[src/rtl/assert_macros.svh]
// ----------------------------------------------------------------------------
// assert_macros.svh
// Assertion macros shared by the RTL; define ASSERT_OFF to compile them out.
// ----------------------------------------------------------------------------
`ifndef ASSERT_MACROS_SVH
`define ASSERT_MACROS_SVH

`ifndef ASSERT_OFF
// expr must hold at every clock edge out of reset
`define ASSERT_ALWAYS(label, clk, rst_n, expr) \
    label: assert property (@(posedge clk) disable iff (!rst_n) (expr)) \
        else $error("assertion failed");
// ante at one edge requires cons at the next edge
`define ASSERT_NEXT(label, clk, rst_n, ante, cons) \
    label: assert property (@(posedge clk) disable iff (!rst_n) (ante) |=> (cons)) \
        else $error("assertion failed");
`else
`define ASSERT_ALWAYS(label, clk, rst_n, expr)
`define ASSERT_NEXT(label, clk, rst_n, ante, cons)
`endif

`endif

[src/rtl/jsof_pkg.sv]
// ----------------------------------------------------------------------------
// jsof_pkg
// Types and constants of the JPEG start-of-frame header parser.
// ----------------------------------------------------------------------------
package jsof_pkg;

    // Marker words
    localparam logic [15:0] MARK_SOI  = 16'hFFD8;
    localparam logic [15:0] MARK_EOI  = 16'hFFD9;
    localparam logic [15:0] MARK_FILL = 16'hFFFF;
    localparam logic [15:0] MARK_SOF0 = 16'hFFC0;
    localparam logic [15:0] MARK_SOF2 = 16'hFFC2;

    // Component counts
    localparam logic [7:0] NCOMP_RGB  = 8'd3;
    localparam logic [7:0] NCOMP_CMYK = 8'd4;

    // Smallest legal segment length (covers the length word itself)
    localparam logic [15:0] SEG_LEN_MIN = 16'd2;

    // Result status codes
    typedef enum logic [2:0] {
        ST_OK        = 3'd0,
        ST_NO_SOI    = 3'd1,
        ST_END_FILL  = 3'd2,
        ST_BAD_NCOMP = 3'd3,
        ST_EARLY_END = 3'd4,
        ST_SHORT_LEN = 3'd5
    } t_status;

    // Parser phases
    typedef enum logic [3:0] {
        PH_SOI_HI  = 4'd0,
        PH_SOI_LO  = 4'd1,
        PH_MARK_HI = 4'd2,
        PH_MARK_LO = 4'd3,
        PH_LEN_HI  = 4'd4,
        PH_LEN_LO  = 4'd5,
        PH_SKIP    = 4'd6,
        PH_FLEN_HI = 4'd7,
        PH_FLEN_LO = 4'd8,
        PH_PREC    = 4'd9,
        PH_H_HI    = 4'd10,
        PH_H_LO    = 4'd11,
        PH_W_HI    = 4'd12,
        PH_W_LO    = 4'd13,
        PH_NCOMP   = 4'd14,
        PH_DONE    = 4'd15
    } t_phase;

    // One input byte with its flags
    typedef struct packed {
        logic [7:0] data_byte;
        logic       first_byte;
        logic       end_of_stream;
    } t_in_item;

    // Input stage to parser
    typedef struct packed {
        logic     valid;
        t_in_item item;
    } t_in_stage;

    // One parse result
    typedef struct packed {
        t_status     status;
        logic [15:0] image_width;
        logic [15:0] image_height;
        logic        is_cmyk;
    } t_result;

endpackage

[src/rtl/jsof_in_stage.sv]
// ----------------------------------------------------------------------------
// jsof_in_stage
// Input register: holds one accepted byte until the parser takes it.
// ----------------------------------------------------------------------------
module jsof_in_stage (
    input  logic               i_clk,
    input  logic               i_rst_n,
    input  logic               i_valid,
    output logic               o_ready,
    input  jsof_pkg::t_in_item i_item,
    output jsof_pkg::t_in_stage o_stage,
    input  logic               i_take
);
    import jsof_pkg::*;

    logic     r_valid;
    t_in_item r_item;

    // Free when empty or when the held byte leaves this cycle
    assign o_ready = !r_valid || i_take;

    // Valid flag
    always_ff @(posedge i_clk) begin
        if (!i_rst_n) begin
            r_valid <= 1'b0;
        end else if (o_ready) begin
            r_valid <= i_valid;
        end
    end

    // Payload, no reset
    always_ff @(posedge i_clk) begin
        if (o_ready && i_valid) begin
            r_item <= i_item;
        end
    end

    assign o_stage.valid = r_valid;
    assign o_stage.item  = r_item;

endmodule

[src/rtl/jsof_parser.sv]
// ----------------------------------------------------------------------------
// jsof_parser
// Marker state machine, one byte per step, with the result register.
// ----------------------------------------------------------------------------
module jsof_parser (
    input  logic                i_clk,
    input  logic                i_rst_n,
    input  jsof_pkg::t_in_stage i_stage,
    output logic                o_take,
    output logic                o_res_valid,
    input  logic                i_res_ready,
    output jsof_pkg::t_result   o_result
);
    import jsof_pkg::*;

    t_phase      r_phase,  n_phase;
    logic [7:0]  r_hold,   n_hold;
    logic [15:0] r_skip,   n_skip;
    logic [15:0] r_height, n_height;
    logic [15:0] r_width,  n_width;
    logic        r_res_valid;
    t_result     r_result;

    logic        w_step;
    t_phase      w_phase;
    logic [7:0]  w_data;
    logic [15:0] w_word;
    logic [15:0] w_skip_dec;
    logic        w_fire;
    t_status     w_status;
    logic        w_cmyk;

    // A byte is taken whenever the result register can hold a new result
    assign w_step = i_stage.valid && (!r_res_valid || i_res_ready);
    assign o_take = w_step;

    // A first byte restarts the parse from the start marker
    assign w_phase    = i_stage.item.first_byte ? PH_SOI_HI : r_phase;
    assign w_data     = i_stage.item.data_byte;
    assign w_word     = {r_hold, w_data};
    assign w_skip_dec = r_skip - 16'd1;

    // Next state
    always_comb begin
        n_phase  = r_phase;
        n_hold   = r_hold;
        n_skip   = r_skip;
        n_height = r_height;
        n_width  = r_width;
        if (w_step) begin
            n_phase = w_phase;
            if (w_phase == PH_DONE) begin
                n_phase = PH_DONE;
            end else if (i_stage.item.end_of_stream) begin
                n_phase = PH_DONE;
            end else begin
                unique case (w_phase)
                    PH_SOI_HI: begin
                        n_hold  = w_data;
                        n_phase = PH_SOI_LO;
                    end
                    PH_SOI_LO: begin
                        n_phase = (w_word == MARK_SOI) ? PH_MARK_HI : PH_DONE;
                    end
                    PH_MARK_HI: begin
                        n_hold  = w_data;
                        n_phase = PH_MARK_LO;
                    end
                    PH_MARK_LO: begin
                        priority if (w_word == MARK_SOF0 || w_word == MARK_SOF2) begin
                            n_phase = PH_FLEN_HI;
                        end else if (w_word == MARK_FILL || w_word == MARK_EOI) begin
                            n_phase = PH_DONE;
                        end else begin
                            n_phase = PH_LEN_HI;
                        end
                    end
                    PH_LEN_HI: begin
                        n_hold  = w_data;
                        n_phase = PH_LEN_LO;
                    end
                    PH_LEN_LO: begin
                        n_skip = w_word - SEG_LEN_MIN;
                        priority if (w_word < SEG_LEN_MIN) begin
                            n_phase = PH_DONE;
                        end else if (w_word == SEG_LEN_MIN) begin
                            n_phase = PH_MARK_HI;
                        end else begin
                            n_phase = PH_SKIP;
                        end
                    end
                    PH_SKIP: begin
                        n_skip = w_skip_dec;
                        if (w_skip_dec == 16'd0) begin
                            n_phase = PH_MARK_HI;
                        end
                    end
                    PH_FLEN_HI: n_phase = PH_FLEN_LO;
                    PH_FLEN_LO: n_phase = PH_PREC;
                    PH_PREC:    n_phase = PH_H_HI;
                    PH_H_HI: begin
                        n_hold  = w_data;
                        n_phase = PH_H_LO;
                    end
                    PH_H_LO: begin
                        n_height = w_word;
                        n_phase  = PH_W_HI;
                    end
                    PH_W_HI: begin
                        n_hold  = w_data;
                        n_phase = PH_W_LO;
                    end
                    PH_W_LO: begin
                        n_width = w_word;
                        n_phase = PH_NCOMP;
                    end
                    PH_NCOMP: n_phase = PH_DONE;
                    default:  n_phase = PH_DONE;
                endcase
            end
        end
    end

    // Result generation
    always_comb begin
        w_fire   = 1'b0;
        w_status = ST_OK;
        w_cmyk   = 1'b0;
        if (w_step && w_phase != PH_DONE) begin
            priority if (i_stage.item.end_of_stream) begin
                w_fire   = 1'b1;
                w_status = ST_EARLY_END;
            end else if (w_phase == PH_SOI_LO && w_word != MARK_SOI) begin
                w_fire   = 1'b1;
                w_status = ST_NO_SOI;
            end else if (w_phase == PH_MARK_LO
                         && (w_word == MARK_FILL || w_word == MARK_EOI)) begin
                w_fire   = 1'b1;
                w_status = ST_END_FILL;
            end else if (w_phase == PH_LEN_LO && w_word < SEG_LEN_MIN) begin
                w_fire   = 1'b1;
                w_status = ST_SHORT_LEN;
            end else if (w_phase == PH_NCOMP) begin
                w_fire = 1'b1;
                priority if (w_data == NCOMP_RGB) begin
                    w_status = ST_OK;
                end else if (w_data == NCOMP_CMYK) begin
                    w_status = ST_OK;
                    w_cmyk   = 1'b1;
                end else begin
                    w_status = ST_BAD_NCOMP;
                end
            end else begin
                w_fire = 1'b0;
            end
        end
    end

    // Parser state
    always_ff @(posedge i_clk) begin
        if (!i_rst_n) begin
            r_phase <= PH_SOI_HI;
        end else begin
            r_phase <= n_phase;
        end
    end

    // Held words, no reset needed
    always_ff @(posedge i_clk) begin
        r_hold   <= n_hold;
        r_skip   <= n_skip;
        r_height <= n_height;
        r_width  <= n_width;
    end

    // Result valid
    always_ff @(posedge i_clk) begin
        if (!i_rst_n) begin
            r_res_valid <= 1'b0;
        end else if (w_fire) begin
            r_res_valid <= 1'b1;
        end else if (i_res_ready) begin
            r_res_valid <= 1'b0;
        end
    end

    // Result payload; sizes are zero on any error
    always_ff @(posedge i_clk) begin
        if (w_fire) begin
            r_result.status       <= w_status;
            r_result.is_cmyk      <= w_cmyk;
            r_result.image_width  <= (w_status == ST_OK) ? r_width  : 16'd0;
            r_result.image_height <= (w_status == ST_OK) ? r_height : 16'd0;
        end
    end

    assign o_res_valid = r_res_valid;
    assign o_result    = r_result;

endmodule

[src/rtl/jpeg_sof_header_parser_top.sv]
// ----------------------------------------------------------------------------
// jpeg_sof_header_parser_top
// JPEG SOF header parser: a byte per cycle unless stalled, one result per file.
// ----------------------------------------------------------------------------
// Usage:
//   Slave stream: one file byte per transfer in s_axis_tdata. tuser marks
//   the first byte of a new file (restarts the parse), tlast marks the end
//   of the file (that transfer's data byte is ignored).
//   Master stream: one result per file: status, width, height, CMYK flag.
//   Results come for a missing start marker, an end or fill marker, a bad
//   component count, an early end, a segment length under two, or a
//   completed frame header; later bytes are dropped until the next tuser.
// Timing:
//   One byte per cycle unless a held result stalls. A byte enters the
//   input register at its transfer and is parsed from there once the
//   result register is free or being read; its result is registered in
//   the result register, which drives tvalid. The input register and
//   the result register decouple the two sides; a stalled master holds
//   the result and back-pressures the slave side only once both
//   registers are full.
// Reset: synchronous, active low; the parser waits for a start marker.
// ----------------------------------------------------------------------------
`include "assert_macros.svh"

module jpeg_sof_header_parser_top (
    input  logic        i_clk,
    input  logic        i_rst_n,
    input  logic        i_s_axis_tvalid,
    output logic        o_s_axis_tready,
    input  logic [7:0]  i_s_axis_tdata,   // [7:0] data_byte
    input  logic        i_s_axis_tuser,   // [0] first_byte
    input  logic        i_s_axis_tlast,   // end_of_stream
    output logic        o_m_axis_tvalid,
    input  logic        i_m_axis_tready,
    output logic [39:0] o_m_axis_tdata    // [2:0] status, [18:3] image_width,
                                          // [34:19] image_height, [35] is_cmyk,
                                          // [39:36] zero
);
    import jsof_pkg::*;

    t_in_item  w_in_item;
    t_in_stage w_stage;
    logic      w_take;
    t_result   w_result;

    assign w_in_item.data_byte     = i_s_axis_tdata;
    assign w_in_item.first_byte    = i_s_axis_tuser;
    assign w_in_item.end_of_stream = i_s_axis_tlast;

    // Input register
    jsof_in_stage u_in_stage (
        .i_clk   (i_clk),
        .i_rst_n (i_rst_n),
        .i_valid (i_s_axis_tvalid),
        .o_ready (o_s_axis_tready),
        .i_item  (w_in_item),
        .o_stage (w_stage),
        .i_take  (w_take)
    );

    // Parser and result register
    jsof_parser u_parser (
        .i_clk       (i_clk),
        .i_rst_n     (i_rst_n),
        .i_stage     (w_stage),
        .o_take      (w_take),
        .o_res_valid (o_m_axis_tvalid),
        .i_res_ready (i_m_axis_tready),
        .o_result    (w_result)
    );

    // Pack the result, lowest field first
    assign o_m_axis_tdata = {4'd0, w_result.is_cmyk, w_result.image_height,
                             w_result.image_width, w_result.status};

    // Status code stays within the defined set
    `ASSERT_ALWAYS(a_status_range, i_clk, i_rst_n,
        !o_m_axis_tvalid || o_m_axis_tdata[2:0] <= ST_SHORT_LEN)
    // Error results carry no sizes and no CMYK flag
    `ASSERT_ALWAYS(a_error_zero, i_clk, i_rst_n,
        !o_m_axis_tvalid || o_m_axis_tdata[2:0] == ST_OK || o_m_axis_tdata[35:3] == 33'd0)
    // A byte in the input register is never dropped while the parser stalls
    `ASSERT_NEXT(a_hold_byte, i_clk, i_rst_n,
        w_stage.valid && !w_take, w_stage.valid)

endmodule
[config.mk]
export PLATFORM = sky130hd
export DESIGN_NAME = jpeg_sof_header_parser_top
export DESIGN_NICKNAME = d
export VERILOG_FILES = /design/src/rtl/jsof_pkg.sv /design/src/rtl/jsof_in_stage.sv /design/src/rtl/jsof_parser.sv /design/src/rtl/jpeg_sof_header_parser_top.sv
export VERILOG_INCLUDE_DIRS = /design/src /design/src/rtl
export SDC_FILE = /design/constraint.sdc
export NUM_CORES = 1
export LEC_CHECK = 0
export ABC_AREA = 1
export BUFFER_PORTS_ARGS = -buffer_cell sky130_fd_sc_hd__buf_2
export CAP_MARGIN = 10
export CORE_ASPECT_RATIO = 1.5
export CORE_MARGIN = 2
export CORE_UTILIZATION = 45
export DETAILED_ROUTE_END_ITERATION = 10
export PLACE_DENSITY = 0.62
export SLEW_MARGIN = 20
export SYNTH_ARGS = -nofsm -noshare
export SYNTH_HDL_FRONTEND = slang
export SYNTH_HIERARCHICAL = 1
export SYNTH_SLANG_ARGS = --single-unit
[constraint.sdc]
create_clock -name i_clk -period 3.8 [get_ports i_clk]
set_clock_uncertainty 0.15 [all_clocks]
set_input_delay 0.19 -clock i_clk [delete_from_list [all_inputs] [get_ports i_clk]]
set_output_delay 0.19 -clock i_clk [all_outputs]
set_load 0.02 [all_outputs]
==> impl_metrics.py, run 1 <==
metrics = {
    "run": {
        "maxCapViolCount": 0,
    },
    "timing": {
        "max-slew-margin-rel_pct": 49.9,
        "timing.final.crit_share_pct": 73.6,
        "setup_tns_ns": 0,
        "rsz0062_at_grt": "false",
        "setup_violations": 0,
        "worstMarginPinSlew_ns": 0.749,
        "finalHoldViolations": 0,
        "clock.fmax_ghz": 0.358,
        "maxSlewViolCount": 0,
        "period_needed_ns": 2.80,
    },
    "finish": {
        "utilization_pct": 54.0,
        "drive_above_1_share_pct": 14.0,
        "layout_common_cells": "edfxtp_1, nor2_1, nand2_1",
        "final_common_cell": "edfxtp_1",
        "fin_cells": 748,
        "area_growth_pct": 17.2,
        "layout.nets": 613,
        "diodes": 0,
        "n_fill_cell": 1007,
    },
    "hold_path": {
        "hp-start": "u_parser/o_res_valid",
        "hold_end": "u_parser/o_res_valid",
        "hold_depth": 2,
        "hold_path_class": "reg -> reg",
    },
    "cts": {
        "cts_tree": "done",
        "root_buffer": "clkbuf_16",
        "clock_latency_ns": 0.35,
        "h-tree-depth": 3,
        "cts.sinks": 108,
        "cts_made_buffers": 9,
        "clkTransAtPathRegs_ns": 0.08,
        "cts_buffer_depth": 2,
    },
    "critical_path": {
        "critical_path_peak_fanout": 20,
        "critPathArrivalTime_ns": 2.68,
        "slowest_stage": "edfxtp_1",
        "r2r_slack_ns": 1.00,
        "r2r-end": "u_parser/o_result[5]",
        "worst-r2r-cell-count": 10,
        "crit_buf_inv": 3,
        "required_ns": 3.69,
        "critical_path.top_delay_family": "simple AND/OR/NAND/NOR gates",
        "cp-end-kind": "flip-flop",
        "crit_path_cell_trace": "inv_1, nand2_1, nor2_1, nand3_1, nor2_1, nand3_1, nand2_1, o21ai_0, inv_1, buf_4",
        "r2r-start": "u_in_stage/o_stage[3]",
        "critPathMaxStageDelay_ns": 0.53,
        "path_class": "reg -> reg",
        "cp-start-kind": "flip-flop",
    },
    "floorplanning": {
        "start_util_pct": 46.1,
        "die_y_um": 134,
        "num_rows": 47,
        "die_x_um": 90.6,
        "core_region_area_um2": 11000,
        "die_area_um2": 12100,
        "io-pin-count": 56,
    },
    "drt": {
        "antenna_left": 0,
        "totalWireLength_mm": 11.3,
        "drt_iter0_markers": 197,
        "top_layer_used": "met4",
        "routedWlPerCell_um": 15.1,
        "route.detailed.drc": 0,
        "vias": 3710,
        "met1_length_mm": 4.52,
        "drt_first_pass_iters": 4,
        "vias_per_cell": 4.96,
        "wl_met3_um": 347,
        "wl_met2_mm": 6.14,
    },
    "place": {
        "dp_hpwl_mm": 8.16,
        "globalplace.congestion": 0.912,
        "numPortBuffers": 51,
        "dpl.cell_count": 718,
    },
    "synthesis": {
        "synth.area.top_cells": "edfxtp_1, nor2_1, nand2_1",
        "ys_ff_latch": 108,
        "ys_seq_area_share_pct": 62.8,
        "synth_cell_types": 34,
        "synthCells": 522,
        "yosys_most_used_dff": "edfxtp_1",
        "synthesis.area_um2": 5060,
        "syn_area_per_cell_um2": 9.70,
        "synth_edf_count": 102,
        "yosys_warnings": 6,
        "yosysTopAreaCell": "edfxtp_1",
        "async_reset_ff_share_pct": 0,
        "netlist.area_leader.share_pct": 60.5,
    },
    "global_routing": {
        "antenna_found_initial": 0,
        "grt_pass1_vias": 3655,
        "grt_pass1_wl_mm": 18.2,
        "grtUsageTotal_pct": 19.3,
        "overflow": 0,
        "grt_max_degree": 33,
    },
    "pwr": {
        "power_uw": 2520,
        "ir_drop_uv": 315,
        "power.leakage_uw": 0.00252,
        "p_per_area_nw_per_um2": 425,
    },
    "run_status": {
        "outcome": "complete, no violations",
    },
}
## through the flow
| step | hold WS (ns) | instance area [um^2] | setup WS (ns) |
|---|---|---|---|
| final | 0.363 | 5940 | 1.00 |
| after global routing | 0.379 | 5940 | 0.849 |
| after CTS | 0.376 | 5930 | 1.05 |
| after detailed placement | 0.218 | 5470 | 1.07 |
| after global placement | 0.219 | 5470 | 1.10 |
| after floorplan | 0.139 | 5080 | 1.10 |
## worst min-delay path: cells and delay by family (launching register included)
kind	cells	cell delay, ns
compound gates	1	0.08
flops	1	0.31
simple gates	1	0.08
## area by class of cell
| cell class | count | area, um^2 | share of cell area (%) |
|---|---|---|---|
| sequential | 108 | 3180 | 53.6 |
| multi-input combinational | 315 | 1470 | 24.8 |
| timing repair buffer | 70 | 433 | 7.29 |
| inverter | 92 | 345 | 5.82 |
| clock buffer | 9 | 225 | 3.79 |
| tap | 147 | 184 | 3.10 |
| clock inverter | 7 | 93.8 | 1.58 |
## cell usage after synthesis, types with 3 or more instances
cell type / instances
xor2_1: 4
nand2_1: 92
nor2_1: 100
nor3_1: 12
buf_4: 5
buf_6: 3
nand4_1: 11
nand3_1: 27
a31oi_1: 7
edfxtp_1: 102
nand3b_1: 7
nand2_2: 3
a21oi_1: 9
inv_1: 90
o21ai_0: 20
dfxtp_1: 6
ha_1: 3
## logic make-up after synthesis
kind of cell / Yosys count / synth area share [%]
AOI/OAI and AO/OA: 43 / 4.84
DFF: 108 / 62.8
buffers and inverters: 102 / 8.37
xor gates and xnor gates: 4 / 0.692
and+or+nand+nor: 261 / 22.4
adders and majority gates: 3 / 0.741
other: 1 / 0.0740
## registers in the layout (all words and copies together), names as in the netlist
name / cells
u_in_stage/o_stage: 10
u_parser/o_result: 36
u_parser/r_phase: 4
u_parser/r_width: 16
u_parser/o_res_valid: 1
u_parser/r_skip: 16
u_parser/r_hold: 8
u_parser/r_height: 16
u_in_stage/r_valid: 1
## layer usage
layer,GRT usage (%),vias up
met4,8.63,0
met3,3.31,23
li1,-,1858
met2,36.3,87
met5,0,-
met1,21.1,1742
## worst max-delay path by stage
| stage | slack, ns | cells after the start | endpoint | startpoint |
|---|---|---|---|---|
| finish | 1.00 | 10 | u_parser/o_result[5] | u_in_stage/o_stage[3] |
| global route | 0.85 | 10 | u_parser/o_result[33] | u_in_stage/o_stage[3] |
| CTS | 1.05 | 10 | u_parser/o_result[5] | u_in_stage/o_stage[3] |
| detailed placement | 1.07 | 10 | u_parser/o_result[8] | u_in_stage/o_stage[3] |
| global placement | 1.10 | 10 | u_parser/o_result[8] | u_in_stage/o_stage[3] |
| floorplan | 1.10 | 9 | u_parser/o_result[0] | u_in_stage/o_stage[5] |
## where the power goes
group,internal (uW),switching [uW],total [uW]
logic,55.2,116,171
clock network,529,460,989
registers,1340,26.0,1360
## what timing repair did
action	4_1_cts	5_1_grt
buffers inserted	0	0
endpoints found under the hold margin	14	0
resized for setup	0	0
hold buffers	14	0
Power figures use the tool's default switching activity.
==> run 2: changes to the inputs <==
--- a/config.mk
+++ b/config.mk
@@ -13,7 +13,7 @@
 export CORE_MARGIN = 2
 export CORE_UTILIZATION = 45
 export DETAILED_ROUTE_END_ITERATION = 10
-export PLACE_DENSITY = 0.62
+export PLACE_DENSITY = 0.64
 export SLEW_MARGIN = 20
 export SYNTH_ARGS = -nofsm -noshare
 export SYNTH_HDL_FRONTEND = slang
==> constraint.sdc (replaced) <==
create_clock -name i_clk -period 2.29 [get_ports i_clk]
set_clock_uncertainty 0.15 [all_clocks]
set_input_delay 0.1145 -clock i_clk [delete_from_list [all_inputs] [get_ports i_clk]]
set_output_delay 0.1145 -clock i_clk [all_outputs]
set_load 0.02 [all_outputs]
==> impl_metrics.py, run 2 (synthesis results as in run 1) <==
metrics = {
    "drt": {
        "routedWlPerCell_um": 14.8,
        "totalWireLength_mm": 11.9,
        "antenna_left": 0,
        "vias_per_cell": 4.95,
        "drt_first_pass_iters": 4,
        "route.detailed.drc": 0,
        "vias": 3987,
        "drt_iter0_markers": 266,
    },
    "floorplanning": {
        "die_area_um2": 12100,
        "die_y_um": 134,
        "start_util_pct": 46.1,
        "num_rows": 47,
        "io-pin-count": 56,
        "core_region_area_um2": 11000,
        "die_x_um": 90.6,
    },
    "critical_path": {
        "crit_path_cell_trace": "inv_2, nand2_4, inv_4, nor2_4, nand2_2, inv_2, and2_4, nand2_4, nand2_4, o21ai_4, clkinvlp_4, buf_12",
        "r2r_slack_ns": 0.02,
        "critPathMaxStageDelay_ns": 0.52,
        "critical_path_peak_fanout": 18,
        "required_ns": 2.24,
        "critical_path.top_delay_family": "buffers and inverters",
        "cp-start-kind": "flip-flop",
        "cpMostUsedCell": "nand2_4",
        "critPathArrivalTime_ns": 2.23,
        "path_depth": 12,
        "crit_buf_inv": 5,
        "slowest_stage": "edfxtp_1",
        "worst-r2r-cell-count": 12,
        "crit_start": "u_in_stage/o_stage[1]",
        "r2r-start": "u_in_stage/o_stage[1]",
        "r2r-end": "u_parser/o_result[12]",
        "cp-end-kind": "flip-flop",
        "path_class": "reg -> reg",
    },
    "global_routing": {
        "grt_pass1_wl_mm": 18.7,
        "antenna_found_initial": 0,
        "grt_util_met1_pct": 21.6,
        "overflow": 0,
        "gr-usage-met3_pct": 3.03,
        "grtUsageTotal_pct": 20.0,
        "grt_pass1_vias": 3880,
        "use_met2_pct": 38.7,
        "grt_max_degree": 37,
        "grt.busiest_layer": "met2",
    },
    "finish": {
        "n_fill_cell": 927,
        "largest_reg_flops": 36,
        "drive_above_1_share_pct": 27.5,
        "area_growth_pct": 32.2,
        "multi_input_area_um2": 1730,
        "seq_area_um2": 3180,
        "layout_common_cells": "edfxtp_1, nor2_1, nand2_1",
        "layout.nets": 671,
        "fin_cells": 806,
        "final_common_cell": "edfxtp_1",
        "postLayoutCellArea_um2": 6690,
        "diodes": 0,
        "utilization_pct": 60.9,
    },
    "place": {
        "dpl.cell_count": 751,
        "globalplace.congestion": 0.943,
        "numPortBuffers": 51,
        "dpl_cell_area_um2": 5790,
        "dp_hpwl_mm": 8.17,
    },
    "run_status": {
        "outcome": "complete, no violations",
    },
    "pwr": {
        "p_sw_share_pct": 24.1,
        "p_switching_uw": 1000,
        "p_comb_share_pct": 9.9,
        "power_uw": 4150,
        "power.leakage_uw": 0.00290,
        "p_per_area_nw_per_um2": 620,
        "p_clk_share_pct": 36.0,
        "pwr-share-seq_pct": 54.2,
        "ir_drop_uv": 500,
        "internal_power_uw": 3150,
    },
    "timing": {
        "setup_tns_ns": 0,
        "setup_violations": 0,
        "rsz0062_at_grt": "true",
        "maxSlewViolCount": 0,
        "period_needed_ns": 2.27,
        "timing.final.crit_share_pct": 99.3,
        "clock.fmax_ghz": 0.440,
        "finalHoldViolations": 0,
    },
    "cts": {
        "h-tree-depth": 3,
        "cts.sinks": 108,
        "cts_buffer_depth": 2,
        "cts_tree": "done",
        "cts_made_buffers": 9,
        "root_buffer": "clkbuf_16",
        "clkTransAtPathRegs_ns": 0.08,
        "clock_latency_ns": 0.35,
    },
    "run": {
        "maxCapViolCount": 0,
    },
    "hold_path": {
        "hold_depth": 2,
        "hold_end": "u_in_stage/o_stage[1]",
        "hp-start": "i_s_axis_tuser",
        "hold_path_class": "in -> reg",
    },
}
-- run 2: routing by layer --
| metal | up-vias | wire length (um) |
|---|---|---|
| li1 | 1994 | - |
| met1 | 1886 | 4590 |
| met2 | 93 | 6620 |
| met3 | 14 | 412 |
| met4 | 0 | 280 |
| met5 | - | 0 |
-- run 2: final cells by class --
| class | count | area share, % |
|---|---|---|
| timing repair buffer | 125 | 14.1 |
| clock inverter | 6 | 0.953 |
| inverter | 92 | 5.29 |
| multi-input combinational | 318 | 25.9 |
| clock buffer | 10 | 3.42 |
| sequential | 108 | 47.6 |
| tap | 147 | 2.75 |
-- run 2: how the worst max path moves through the flow --
stage,to,slack [ns]
floorplan,u_parser/o_result[0],-0.05
detailed placement,u_parser/o_result[12],-0.11
global route,u_parser/o_result[12],-0.09
CTS,u_parser/o_result[12],-0.007
finish,u_parser/o_result[12],0.02
global placement,u_parser/o_result[28],0.02
-- run 2: repair_timing --
action | 4_1_cts | 5_1_grt
gates cloned | 3 | 3
hold buffers | 14 | 0
resized for setup | 13 | 46
endpoints found under the hold margin | 16 | 0
buffers inserted | 1 | 18
endpoints found under the setup margin | 68 | 71
pin swaps | 2 | 7
-- run 2: metrics by stage --
stage	setup WS, ns	hold WS (ns)
after detailed placement	-0.115	0.143
after global placement	0.0166	0.142
after CTS	-0.00693	0.312
after global routing	-0.0888	0.328
after floorplan	-0.0532	0.0634
final	0.0158	0.323
-- run 2: power groups by stage --
stage,clock network [uW],registers (uW),logic [uW]
6_report,1490,2250,409
2_1_floorplan,0,2330,158
3_3_place_gp,0,2290,309
4_1_cts,1540,2250,353
5_1_grt,1610,2260,441
3_5_place_dp,0,2290,313
-- run 2: worst register-to-register path: cells and delay by family, from the launching register on --
family / cells / cell delay (ns)
AO/OA/AOI/OAI: 1 / 0.15
buffers and inverters: 5 / 0.72
flip-flops: 1 / 0.52
AND/OR/NAND/NOR: 6 / 0.48
